`src/design/ktv_pkg.sv`:
```
`timescale 1ns / 1ps
package ktv_pkg;

	localparam int unsigned CHAR_W   = 8;
	localparam int unsigned PERIOD_W = 16;
	localparam int unsigned RANGE_W  = 10;
	localparam int unsigned STEP_W   = 8;
	localparam int unsigned NOTE_N   = 13;

	// item kinds carried on tuser
	localparam logic OP_KEY  = 1'b0;
	localparam logic OP_TICK = 1'b1;

	localparam logic [CHAR_W-1:0] KEY_SPACE = 8'h20;
	localparam logic [CHAR_W-1:0] KEY_VIB   = 8'h76;

	localparam logic [PERIOD_W-1:0] PERIOD_RST = 16'd1911;
	localparam logic [RANGE_W-1:0]  RANGE_RST  = 10'd210;
	localparam logic [STEP_W-1:0]   STEP_RST   = 8'd10;

	// register map, byte addresses
	localparam int unsigned PADDR_W = 3;
	localparam logic [PADDR_W-1:0] ADDR_RANGE = 3'd0;
	localparam logic [PADDR_W-1:0] ADDR_STEP  = 3'd4;

	// a w s e d f t g z h u j k
	localparam logic [CHAR_W-1:0] NOTE_KEYS [NOTE_N] = '{
		8'h61, 8'h77, 8'h73, 8'h65, 8'h64, 8'h66, 8'h74,
		8'h67, 8'h7a, 8'h68, 8'h75, 8'h6a, 8'h6b
	};
	// 1e6/f - 1
	localparam logic [PERIOD_W-1:0] NOTE_PERIODS [NOTE_N] = '{
		16'd4423, 16'd3609, 16'd3400, 16'd3214, 16'd3029, 16'd2864, 16'd2701,
		16'd2550, 16'd2408, 16'd2271, 16'd2144, 16'd2023, 16'd1911
	};

	typedef struct packed {
		logic [RANGE_W-1:0] sweep_range;
		logic [STEP_W-1:0]  sweep_step;
	} cfg_t;

	typedef struct packed {
		logic                hit;
		logic [PERIOD_W-1:0] period;
	} note_t;

	// packed from the lowest bit up: pin, period, running, vibrato
	typedef struct packed {
		logic                vibrato_on;
		logic                timer_running;
		logic [PERIOD_W-1:0] period_value;
		logic                pin_level;
	} result_t;

	function automatic note_t note_lookup(input logic [CHAR_W-1:0] c);
		note_t n;
		n.hit    = 1'b0;
		n.period = '0;
		for (int i = 0; i < NOTE_N; i++) begin
			if (c == NOTE_KEYS[i]) begin
				n.hit    = 1'b1;
				n.period = NOTE_PERIODS[i];
			end
		end
		return n;
	endfunction

endpackage

```
`src/design/ktv_apb_regs.sv`:
```
`timescale 1ns / 1ps
module ktv_apb_regs (
	input  logic                        clk,
	input  logic                        arst_n,
	input  logic                        psel,
	input  logic                        penable,
	input  logic                        pwrite,
	input  logic [ktv_pkg::PADDR_W-1:0] paddr,
	input  logic [31:0]                 pwdata,
	output logic [31:0]                 prdata,
	output logic                        pready,
	output ktv_pkg::cfg_t               cfg
);
	import ktv_pkg::*;

	logic [RANGE_W-1:0] range_q;
	logic [STEP_W-1:0]  step_q;
	logic               wr_en;

	assign pready = 1'b1;
	assign wr_en  = psel && penable && pwrite && pready;

	always_ff @(posedge clk or negedge arst_n) begin
		if (!arst_n) begin
			range_q <= RANGE_RST;
			step_q  <= STEP_RST;
		end else if (wr_en) begin
			if (paddr == ADDR_RANGE) range_q <= pwdata[RANGE_W-1:0];
			if (paddr == ADDR_STEP)  step_q  <= pwdata[STEP_W-1:0];
		end
	end

	always_comb begin
		prdata = '0;
		if (paddr == ADDR_RANGE) prdata = {{(32-RANGE_W){1'b0}}, range_q};
		else if (paddr == ADDR_STEP) prdata = {{(32-STEP_W){1'b0}}, step_q};
	end

	assign cfg.sweep_range = range_q;
	assign cfg.sweep_step  = step_q;

endmodule

```
`src/design/ktv_tone_engine.sv`:
```
`timescale 1ns / 1ps
module ktv_tone_engine (
	input  logic                       clk,
	input  logic                       arst_n,
	input  logic                       step_en,
	input  logic                       op,
	input  logic [ktv_pkg::CHAR_W-1:0] key_char,
	input  ktv_pkg::cfg_t              cfg,
	output ktv_pkg::result_t           result
);
	import ktv_pkg::*;

	logic [PERIOD_W-1:0] tick_q, tick_d;
	logic [PERIOD_W-1:0] period_q, period_d;
	logic [PERIOD_W-1:0] base_q, base_d;
	logic                running_q, running_d;
	logic                vib_q, vib_d;
	logic                up_q, up_d;
	logic                pin_q, pin_d;
	note_t               note;
	logic [PERIOD_W:0]   upper_sum;
	logic [PERIOD_W:0]   lower_sum;

	assign note = note_lookup(key_char);
	// p < b + r, and p > b - r rewritten as p + r > b so no sign is needed
	assign upper_sum = {1'b0, base_q} + {{(PERIOD_W+1-RANGE_W){1'b0}}, cfg.sweep_range};
	assign lower_sum = {1'b0, period_q} + {{(PERIOD_W+1-RANGE_W){1'b0}}, cfg.sweep_range};

	always_comb begin
		tick_d    = tick_q;
		period_d  = period_q;
		base_d    = base_q;
		running_d = running_q;
		vib_d     = vib_q;
		up_d      = up_q;
		pin_d     = pin_q;
		if (op == OP_KEY) begin
			if (note.hit) begin
				running_d = 1'b1;
				period_d  = note.period;
				base_d    = note.period;
			end else if (key_char == KEY_SPACE) begin
				running_d = 1'b0;
				pin_d     = 1'b0;
			end else if (key_char == KEY_VIB) begin
				vib_d = !vib_q;
			end
		end else if (running_q) begin
			if (tick_q == period_q) begin
				tick_d = '0;
				pin_d  = !pin_q;
				if (vib_q) begin
					if (up_q) begin
						if ({1'b0, period_q} < upper_sum)
							period_d = period_q + {{(PERIOD_W-STEP_W){1'b0}}, cfg.sweep_step};
						else
							up_d = 1'b0;
					end else begin
						if (lower_sum > {1'b0, base_q})
							period_d = period_q - {{(PERIOD_W-STEP_W){1'b0}}, cfg.sweep_step};
						else
							up_d = 1'b1;
					end
				end
			end else begin
				tick_d = tick_q + {{(PERIOD_W-1){1'b0}}, 1'b1};
			end
		end
	end

	always_ff @(posedge clk or negedge arst_n) begin
		if (!arst_n) begin
			tick_q    <= '0;
			period_q  <= PERIOD_RST;
			base_q    <= '0;
			running_q <= 1'b1;
			vib_q     <= 1'b0;
			up_q      <= 1'b1;
			pin_q     <= 1'b0;
		end else if (step_en) begin
			tick_q    <= tick_d;
			period_q  <= period_d;
			base_q    <= base_d;
			running_q <= running_d;
			vib_q     <= vib_d;
			up_q      <= up_d;
			pin_q     <= pin_d;
		end
	end

	assign result.pin_level     = pin_d;
	assign result.period_value  = period_d;
	assign result.timer_running = running_d;
	assign result.vibrato_on    = vib_d;

endmodule

```
`src/design/key_tone_generator_vibrato_core.sv`:
```
`timescale 1ns / 1ps
// An accepted request moves from the input register to the result register, which drives m_tvalid.
// Throughput: one request per cycle; the tone state updates in a single pass from the
// input register to the result register, so back-to-back ticks stall only while m_tready is low.
// Reset (arst_n low, asynchronous): pipeline empty, period 1911, timer running, pin low,
// vibrato off, sweep_range 210, sweep_step 10.
module key_tone_generator_vibrato_core (
	input  logic                        clk,
	input  logic                        arst_n,
	input  logic                        s_tvalid,
	output logic                        s_tready,
	input  logic [7:0]                  s_tdata,  // [7:0] key_char
	input  logic                        s_tuser,  // [0] op
	output logic                        m_tvalid,
	input  logic                        m_tready,
	output logic [23:0]                 m_tdata,  // [0] pin_level, [16:1] period_value,
	                                              // [17] timer_running, [18] vibrato_on
	input  logic                        psel,
	input  logic                        penable,
	input  logic                        pwrite,
	input  logic [ktv_pkg::PADDR_W-1:0] paddr,
	input  logic [31:0]                 pwdata,
	output logic [31:0]                 prdata,
	output logic                        pready
);
	import ktv_pkg::*;

	cfg_t                cfg;
	result_t             result;
	logic                valid_s1;
	logic                op_s1;
	logic [CHAR_W-1:0]   char_s1;
	logic                out_valid_q;
	result_t             out_q;
	logic                out_adv;
	logic                s1_adv;

	assign out_adv  = !out_valid_q || m_tready;
	assign s1_adv   = valid_s1 && out_adv;
	assign s_tready = !valid_s1 || out_adv;

	always_ff @(posedge clk or negedge arst_n) begin
		if (!arst_n) begin
			valid_s1 <= 1'b0;
		end else if (s_tvalid && s_tready) begin
			valid_s1 <= 1'b1;
		end else if (s1_adv) begin
			valid_s1 <= 1'b0;
		end
	end

	always_ff @(posedge clk) begin
		if (s_tvalid && s_tready) begin
			op_s1   <= s_tuser;
			char_s1 <= s_tdata;
		end
	end

	always_ff @(posedge clk or negedge arst_n) begin
		if (!arst_n) begin
			out_valid_q <= 1'b0;
		end else if (out_adv) begin
			out_valid_q <= valid_s1;
		end
	end

	always_ff @(posedge clk) begin
		if (s1_adv) out_q <= result;
	end

	ktv_apb_regs u_regs (
		.clk     (clk),
		.arst_n  (arst_n),
		.psel    (psel),
		.penable (penable),
		.pwrite  (pwrite),
		.paddr   (paddr),
		.pwdata  (pwdata),
		.prdata  (prdata),
		.pready  (pready),
		.cfg     (cfg)
	);

	ktv_tone_engine u_engine (
		.clk      (clk),
		.arst_n   (arst_n),
		.step_en  (s1_adv),
		.op       (op_s1),
		.key_char (char_s1),
		.cfg      (cfg),
		.result   (result)
	);

	assign m_tvalid = out_valid_q;
	assign m_tdata  = {{(24-$bits(result_t)){1'b0}}, out_q};

endmodule

```
`config.mk`:
```
export PLATFORM = sky130hd
export DESIGN_NAME = key_tone_generator_vibrato_core
export DESIGN_NICKNAME = d
export VERILOG_FILES = /design/src/design/ktv_pkg.sv /design/src/design/ktv_apb_regs.sv /design/src/design/ktv_tone_engine.sv /design/src/design/key_tone_generator_vibrato_core.sv
export SDC_FILE = /design/constraint.sdc
export NUM_CORES = 1
export LEC_CHECK = 0
export BUFFER_PORTS_ARGS = -buffer_cell sky130_fd_sc_hd__clkbuf_2
export CORE_MARGIN = 2
export CORE_UTILIZATION = 45
export DETAILED_ROUTE_END_ITERATION = 8
export PLACE_DENSITY = 0.65
export SLEW_MARGIN = 40
export SYNTH_ARGS = -nofsm -noshare
export SYNTH_HDL_FRONTEND = slang
export SYNTH_SLANG_ARGS = --single-unit
```
`constraint.sdc`:
```
create_clock -name clk -period 5.33 [get_ports clk]
set_input_delay 1.066 -clock clk [delete_from_list [all_inputs] [get_ports clk]]
set_output_delay 1.066 -clock clk [all_outputs]
set_load 0.02 [all_outputs]
```
* Yosys cells after proc, flatten, opt, wreduce, memory -nomap -nowiden
Cells that the tools add are included.
** Word-level totals
- Register bits :: 100
- Latch bits :: 0
- Bits in writable memories :: 0
- ROM bits :: 0
- Input bits :: 51
- Output and inout port bits :: 59
- Logic and storage cells :: 100
- Memories :: 0
** Operators by class
- Add/sub/neg operators :: 5
- Multiply operators :: 0
- Div/mod/pow operators :: 0
- Magnitude comparators :: 2
- Eq/ne operators :: 17
- Shifts and indexed selects :: 0
- Multiplexer cells :: 41
- Bitwise logic cells :: 1
- Reduce and logical (&&, ||, !) cells :: 17
** Operators by type and width (count)
- two-way mux 17 bit :: 13
- two-way mux 16 bit :: 9
- == test 8 x 7 -> 1 bit, second input constant :: 14
- adder 16 x 10 -> 17 bit :: 2
- two-way mux 32 bit :: 1
- > comparator 17 x 16 -> 1 bit :: 1
- less-than comparator 16 x 17 -> 1 bit :: 1
- two-way mux 1 bit :: 17
- adder 16 x 1 -> 16 bit, second input constant :: 1
- adder 16 x 8 -> 16 bit :: 1
- == test 16 bit :: 1
- subtractor 16 x 8 -> 16 bit :: 1
- == test 8 x 6 -> 1 bit, second input constant :: 1
- two-way mux 8 bit :: 1
- AND reduction 3 bit :: 2
- AND reduction 5 bit :: 1
- logical AND 1 bit :: 4
- zero test 1 bit :: 4
- AND reduction 2 bit :: 2
- == test 3 bit, second input constant :: 1
- zero test 3 bit :: 1
- logical OR 1 bit :: 2
- nonzero test 2 bit :: 1
- NOT 1 bit :: 1

* Depth between registers and ports, before layout
Gate-level depths: netlist (run 1).
- Word-level depth :: 16
- Gate-level depth with buffers :: 22
- Depth with buffers taken out :: 22

* Cells and area by module
Synthesis (run 1) repeated with hierarchy kept, for this count alone.
** Unflattened totals
- Cell total of the unflattened synthesis :: 940
- Area, all modules :: 8134.1 um^2
** Modules (own cells, without submodules)
- ktv_tone_engine :: times used 1, cells each 810, area an instance 6087.1 um^2, sequential area each 1239.9 um^2
- ktv_apb_regs :: times used 1, cells each 88, area an instance 1061.0 um^2, sequential area each 457.9 um^2
- key_tone_generator_vibrato_core :: times used 1, cells each 42, area an instance 985.9 um^2, sequential area each 890.9 um^2

* Worst setup path before layout (run 1)
Ideal clock, no wire load.
- Path type :: register -> register
- From :: register u_engine.period_q[1]
- To :: register out_q (netlist bit m_tdata[13]), data pin
- Setup time :: 261 ps
- Arrival :: 4361 ps
- Data required time :: 5069 ps
- Path slack :: 708 ps
- Cell stages (with the launch flop) :: 21
- Path buffers :: 1
- Clock period less this slack :: 4622 ps
- Path through :: dfstp_2 > ha_1 > a21o_1 > and4_1 > or2_2 > and2_1 > o21ai_0 > nand2_1 > a21o_1 > a21oi_1 > xnor2_1 > ha_1 > nand4_1 > nor2_1 > a221o_1 > a311o_1 > a222oi_1 > buf_2 > a211o_1 > nor2_1 > a311o_1
** RTL lines
- from (decl) :: RTL line ktv_tone_engine.sv:14 : logic [PERIOD_W-1:0] period_q, period_d;
- from (signal assigned) :: RTL line ktv_tone_engine.sv:82 : period_q <= period_d;
- to (signal assigned) :: RTL line key_tone_generator_vibrato_core.sv:68 : if (s1_adv) out_q <= result;
- to (decl) :: RTL line key_tone_generator_vibrato_core.sv:34 : result_t out_q;

==> results of run 1 <==
layer usage:
| metal | track usage (%) | up-vias | share of wire (%) |
|---|---|---|---|
| li1 | - | 3355 | - |
| met1 | 33.42 | 3244 | 46 |
| met2 | 37.87 | 187 | 46 |
| met3 | 3.296 | 34 | 5.1 |
| met4 | 8.648 | 2 | 2.3 |
| met5 | 0 | - | 0.047 |
power by group through the flow:
stage,sequential [W],clock [W],combinational [W]
after floorplan,0.00106,0,0.00116
after detailed placement,0.00110,0,0.00156
after global routing,0.00111,0.000738,0.00181
after global placement,0.00110,0,0.00155
final,0.00109,0.000699,0.00161
after CTS,0.00109,0.000715,0.00157
flip-flops by register name (all words and copies together) (netlist names):
signal,flops
char_s1,8
m_tdata,19
m_tvalid,1
op_s1,1
u_engine.base_q,13
u_engine.period_q,16
u_engine.pin_q,1
u_engine.running_q,1
u_engine.tick_q,16
u_engine.up_q,1
u_engine.vib_q,1
u_regs.range_q,10
u_regs.step_q,8
valid_s1,1
timing repair:
action                     in CTS  in global routing
setup endpoints to repair       0                 31
buffers inserted                0                  3
resized for setup               0                 11
layout make-up:
cell class	count	share of cell area (%)
multi-input cells	712	55.93
flip-flops and latches	97	29.51
repair buffers	82	5.377
well taps	225	3.209
clock buffers	10	2.724
inverters	56	2.396
clock inverters	6	0.8273
diodes	1	0.02853
worst max-delay path, stage by stage (launching register included):
cell and delay [ps]:
dfstp_2 590, ha_1 250, a21o_1 180, and4_1 220
or2_2 300, and2_1 180, o21ai_1 190, nand2_1 130
a21o_1 200, a21oi_2 140, xnor2_1 130, ha_1 250
nand4_1 110, nor2_1 100, a221o_1 370, a311o_1 330
a222oi_1 270, buf_4 190, buf_4 150, and2_2 170
a2111oi_2 70, a31oi_1 210, o21ai_0 130
kinds of logic (layout without fill, tap and decap cells):
logic type               after synthesis  count (layout)  share of synthesized area (%)
flip-flops                            97              97                          32.56
AO/OA/AOI/OAI                        238             238                          20.09
adder cells (fa/ha/maj)               67              67                          10.92
XOR/XNOR                              55              55                          6.058
buffers and inverters                121             154                          7.270
AND/OR/NAND/NOR                      290             290                          18.44
other                                  2              29                        0.09445
multiplexers                          34              34                          4.563
final timing paths:
| kind | slack (ps) | from | depth (start not counted) | end |
|---|---|---|---|---|
| worst max-delay path | 200 | u_engine.period_q[1] | 22 | m_tdata[9] |
| worst min-delay path | 500 | u_engine.pin_q | 1 | u_engine.pin_q |
| max in group asynchronous | 4030 | arst_n | 2 | u_engine.period_q[11] |
| worst min register to register | 500 | u_engine.pin_q | 1 | u_engine.pin_q |
| worst max register to register | 200 | u_engine.period_q[1] | 22 | m_tdata[9] |
| min in group asynchronous | 820 | arst_n | 2 | u_regs.step_q[2] |
synth_stat cells (4+ instances only):
library cell	instances
a211o_1	4
a211oi_1	8
a21boi_0	7
a21o_1	13
a21oi_1	47
a22oi_1	5
a311oi_1	4
a31oi_1	7
and2_1	8
and3_1	10
buf_4	28
clkbuf_1	31
dfrtp_1	52
dfstp_2	17
edfxtp_1	28
fa_1	4
ha_1	63
inv_1	53
mux2_2	18
mux2i_1	16
nand2_1	64
nand2b_1	15
nand3_1	25
nand4_1	16
nor2_1	81
nor2b_1	7
nor3_1	17
nor3b_1	7
nor4_1	6
o211ai_1	4
o21a_1	10
o21ai_0	66
o221ai_1	4
o22a_1	6
o22ai_1	6
o31ai_1	4
or2_2	8
or3_1	5
xnor2_1	33
xor2_1	22
stage by stage:
stage	util (%)	hold slack (ps)	instance area [um2]	total power [W]
after global routing	50.70	517.1	8770	0.003654
after detailed placement	48.66	483.3	8417	0.002658
after floorplan	-	456.0	8049	0.002217
after CTS	50.46	494.3	8728	0.003372
final	50.72	500.4	8772	0.003395
after global placement	48.61	463.7	8408	0.002646
==> results.yml, run 1 <==
global_routing:
  gr-usage-all-layers_pct: 23.94
  grt_pass1_vias: 6373
  grt_max_degree: 70
  globalRoute.totalOverflow: 0
  antenna_found_initial: 2
  grt_pass1_wl_um: 34290
finish:
  syn2layout_area_growth_pct: 10.32
  final_layout_size_suffix_gt1_share_pct: 16.72
  seqCellArea_um2: 2589
  layout_commonest_cell: "nor2_1"
  nFillCells: 1624
  fin_cells: 1189
  final_nets: 1076
  multi_input_area_um2: 4906
  final_cell_mix: "nor2_1 (80), o21ai_0 (63), nand2_1 (63), ha_1 (63), clkbuf_2 (58)"
worst_setup_path:
  end_kind: "flip-flop"
  startpoint_type: "flip-flop"
  required_ps: 5420
  cp_max_fo: 6
  crit_type: "reg -> reg"
  arrival_ps: 5220
routing:
  routed_wl_um: 21440
  drc_errors: 0
  firstDrtPassIters: 7
  drtAntennaViolNets: 0
  wl_per_cell_um: 18.03
  drt_iter0_drc: 450
  vias_per_cell: 5.738
  num_vias: 6822
synth:
  syn_area_um2: 7951
  synth_seq_cells: 97
  yosysTopAreaCell: "dfrtp_1"
  syn_area_per_cell_um2: 8.796
  syn_inst: 904
  synthFlopType: "dfrtp_1"
  seq_area_frac_synth_pct: 32.56
  yosys.area.top_type_share_pct: 16.37
  synth_area_leaders: "dfrtp_1 (16%), edfxtp_1 (11%), ha_1 (9.9%)"
  async_flop_share_pct: 71.13
  yosysUniqueCellTypes: 88
  synth_edf_count: 28
  yosysWarnings: 0
hold_path:
  hold_path.class: "reg -> reg"
timing:
  setup_ws_ps: 199.0
  relSlewSlack_pct: 44.84
  worstMarginPinSlew_ps: 818.8
  period_share_pct: 96.27
  fin_skew_ps: 6.803
  finalHoldViolations: 0
  fmax_mhz: 194.9
  post-route-min-period_ps: 5131
  finalSetupViolCount: 0
  tns_ps: 0
  maxSlewViolCount: 0
floorplanning:
  core.rowCount: 48
  start_util_pct: 45.97
  fp.dieH_um: 136.9
  die_area_um2: 18750
  coreArea_um2: 17300
  die_w_um: 136.9
  io_pins: 110
clock_network:
  clock_path_buffers: 2
  root_buffer: "clkbuf_16"
  clock_latency_ps: 360
  cts_sinks: 97
  numCtsBuffers: 9
  htree_levels: 3
  cts-hold-fix-buffers: 0
  tritoncts: "built"
  clk_pin_slew_ps: 70
power_and_ir_drop:
  power.internal_w: 0.001994
  leakage_nw: 3.845
  seq_power_share_pct: 32.0
  p_comb_share_pct: 47.4
  power_switching_w: 0.001401
  power_frac_clock_pct: 20.6
  swShare_pct: 41.26
  powerDensity_nw_per_um2: 387.0
  peakVddDrop_mv: 0.1741
placed_design:
  hpwl_um: 16190
  place_ws_ps: 161.7
  portBuffers: 59
  gp_congestion: 0.9688
  dp.cells: 1169
outcome:
  status: "finished clean"
job:
  cap_viol_max_count: 0
Note: power is estimated with default switching activity, not from simulation.
==> inputs of run 2 (changes only) <==
==> constraint.sdc (replaced) <==
create_clock -name clk -period 5.55 [get_ports clk]
set_input_delay 1.11 -clock clk [delete_from_list [all_inputs] [get_ports clk]]
set_output_delay 1.11 -clock clk [all_outputs]
set_load 0.02 [all_outputs]
==> run 2 against run 1 <==
Net effect: sequential power fell by 4%; clock skew rose by 3.7 ps; setup slack improved by 63 ps; global-route usage fell by 0.30 points; maximum frequency fell by 3.0%; flip-flop and latch count did not move; non-clock buffer count fell by 8; clock-buffer cell count did not move; die area did not move; via count rose by 1.4%; critical endpoint is now m_tdata[14]; largest cell class unchanged.
==> results.yml, run 2 (synthesis gave the netlist of run 1 again) <==
global_routing:
  grt.met1_usage_pct: 32.60
  met2_usage_pct: 38.36
  antenna_found_initial: 0
  gr-usage-met3_pct: 2.185
  grt_pass1_vias: 6293
  grt_pass1_wl_um: 33700
  globalRoute.totalOverflow: 0
  grt_max_degree: 38
  gr-usage-all-layers_pct: 23.65
  busiest_layer: "met2"
clock_network:
  clk_pin_slew_ps: 70
  cts-hold-fix-buffers: 0
  htree_levels: 3
  numCtsBuffers: 9
  clock_latency_ps: 360
  cts_sinks: 97
  clock_path_buffers: 2
  root_buffer: "clkbuf_16"
  tritoncts: "built"
floorplanning:
  fp.dieH_um: 136.9
  core.rowCount: 48
  start_util_pct: 45.97
  coreArea_um2: 17300
  die_w_um: 136.9
  die_area_um2: 18750
  io_pins: 110
finish:
  nFillCells: 1678
  layout_commonest_cell: "nor2_1"
  seqCellArea_um2: 2589
  syn2layout_area_growth_pct: 9.268
  largest_reg_flops: 19
  final_cell_mix: "nor2_1 (80), o21ai_0 (65), nand2_1 (64)"
  final_layout_size_suffix_gt1_share_pct: 15.71
  final_nets: 1068
  multi_input_area_um2: 4905
  antennaDiodeCount: 0
  fin_cells: 1180
worst_setup_path:
  end_kind: "flip-flop"
  cp_max_fo: 12
  arrival_ps: 5440
  reg2regPathDepth: 21
  startpoint_type: "flip-flop"
  crit_type: "reg -> reg"
  required_ps: 5710
timing:
  tns_ps: 0
  fin_skew_ps: 10.49
  post-route-min-period_ps: 5288
  period_share_pct: 95.28
  relSlewSlack_pct: 53.11
  rsz0062_at_grt: "no"
  hold_slack_ps: 479.3
  finalHoldViolations: 0
  maxSlewViolCount: 0
  worstMarginPinSlew_ps: 699.2
  fmax_mhz: 189.1
  finalSetupViolCount: 0
placed_design:
  hpwl_um: 16340
  gp_congestion: 0.9519
  portBuffers: 59
  dp.cells: 1163
hold_path:
  min_path_cells: 1
  hold_path.class: "reg -> reg"
power_and_ir_drop:
  powerDensity_nw_per_um2: 369.5
  finalPower_w: 0.003210
  leakage_nw: 3.785
  peakVddDrop_mv: 0.2035
routing:
  drt_iter0_drc: 553
  firstDrtPassIters: 7
  wl_per_cell_um: 18.26
  routed_wl_um: 21540
  drc_errors: 0
  vias_per_cell: 5.864
  drtAntennaViolNets: 0
  num_vias: 6920
job:
  cap_viol_max_count: 0
outcome:
  status: "finished clean"
[run 2: cell count changes in the layout (fill, tap and decap cells not counted), sizes merged]
cell	before	now
clkinv	4	5
clkinvlp	0	1
buf	24	16
inv	57	55
diode	1	0
[run 2: repair_timing]
action	CTS	global route
resized for setup	0	7
buffers inserted	0	1
endpoints found under the setup margin	0	28
[run 2: cell type report]
type	instances	area share, %
Clock buffer	10	2.635
Clock inverter	6	0.7344
Inverter	56	2.419
Multi-Input combinational cell	712	56.45
Sequential cell	97	29.80
Tap cell	225	3.240
Timing Repair Buffer	74	4.724
[run 2: where the power goes]
group | leakage (nW) | internal (W) | total (W) | switching [W]
combinational | 2.53 | 0.000635 | 0.00152 | 0.000881
sequential | 1.12 | 0.000884 | 0.00105 | 0.000166
clock | 0.141 | 0.000351 | 0.000643 | 0.000292
total | 3.79 | 0.00187 | 0.00321 | 0.00134
[run 2: path summary, 6_finish.rpt]
check | start | end | slack [ps]
hold reg to reg | u_engine.pin_q | u_engine.pin_q | 480
setup / recovery | u_engine.period_q[1] | m_tdata[14] | 260
setup reg to reg | u_engine.period_q[1] | m_tdata[14] | 260
min in group asynchronous | arst_n | u_engine.period_q[3] | 730
hold / removal | u_engine.pin_q | u_engine.pin_q | 480
max in group asynchronous | arst_n | u_engine.period_q[8] | 3950
[run 2: critical path, cell delays in order, from the launching register on]
cell,delay [ps]
dfstp_2,670
ha_1,280
a21o_1,180
and4_1,230
or2_2,300
and2_1,190
o21ai_0,150
nand2_1,110
a21o_1,190
a21oi_1,170
xnor2_1,150
ha_1,260
nand4_1,110
nor2_1,90
a221o_1,380
a311o_1,330
a222oi_1,240
buf_4,260
a21boi_1,90
nor3b_2,190
or2_1,240
o21ai_0,280
[run 2: per-stage QoR]
| step | util, % | worst slack, ps | area (um2) |
|---|---|---|---|
| after floorplan | - | 927.9 | 8049 |
| after global placement | 48.35 | 182.0 | 8363 |
| after detailed placement | 48.38 | 88.65 | 8368 |
| after CTS | 50.07 | 15.98 | 8661 |
| after global routing | 50.23 | 27.45 | 8688 |
| final | 50.23 | 262.0 | 8688 |
[run 2: routing by layer]
| metal | vias up | part of all wire, % |
|---|---|---|
| li1 | 3332 | - |
| met1 | 3321 | 46 |
| met2 | 235 | 47 |
| met3 | 32 | 4.6 |
| met4 | 0 | 2.4 |
| met5 | - | 0 |
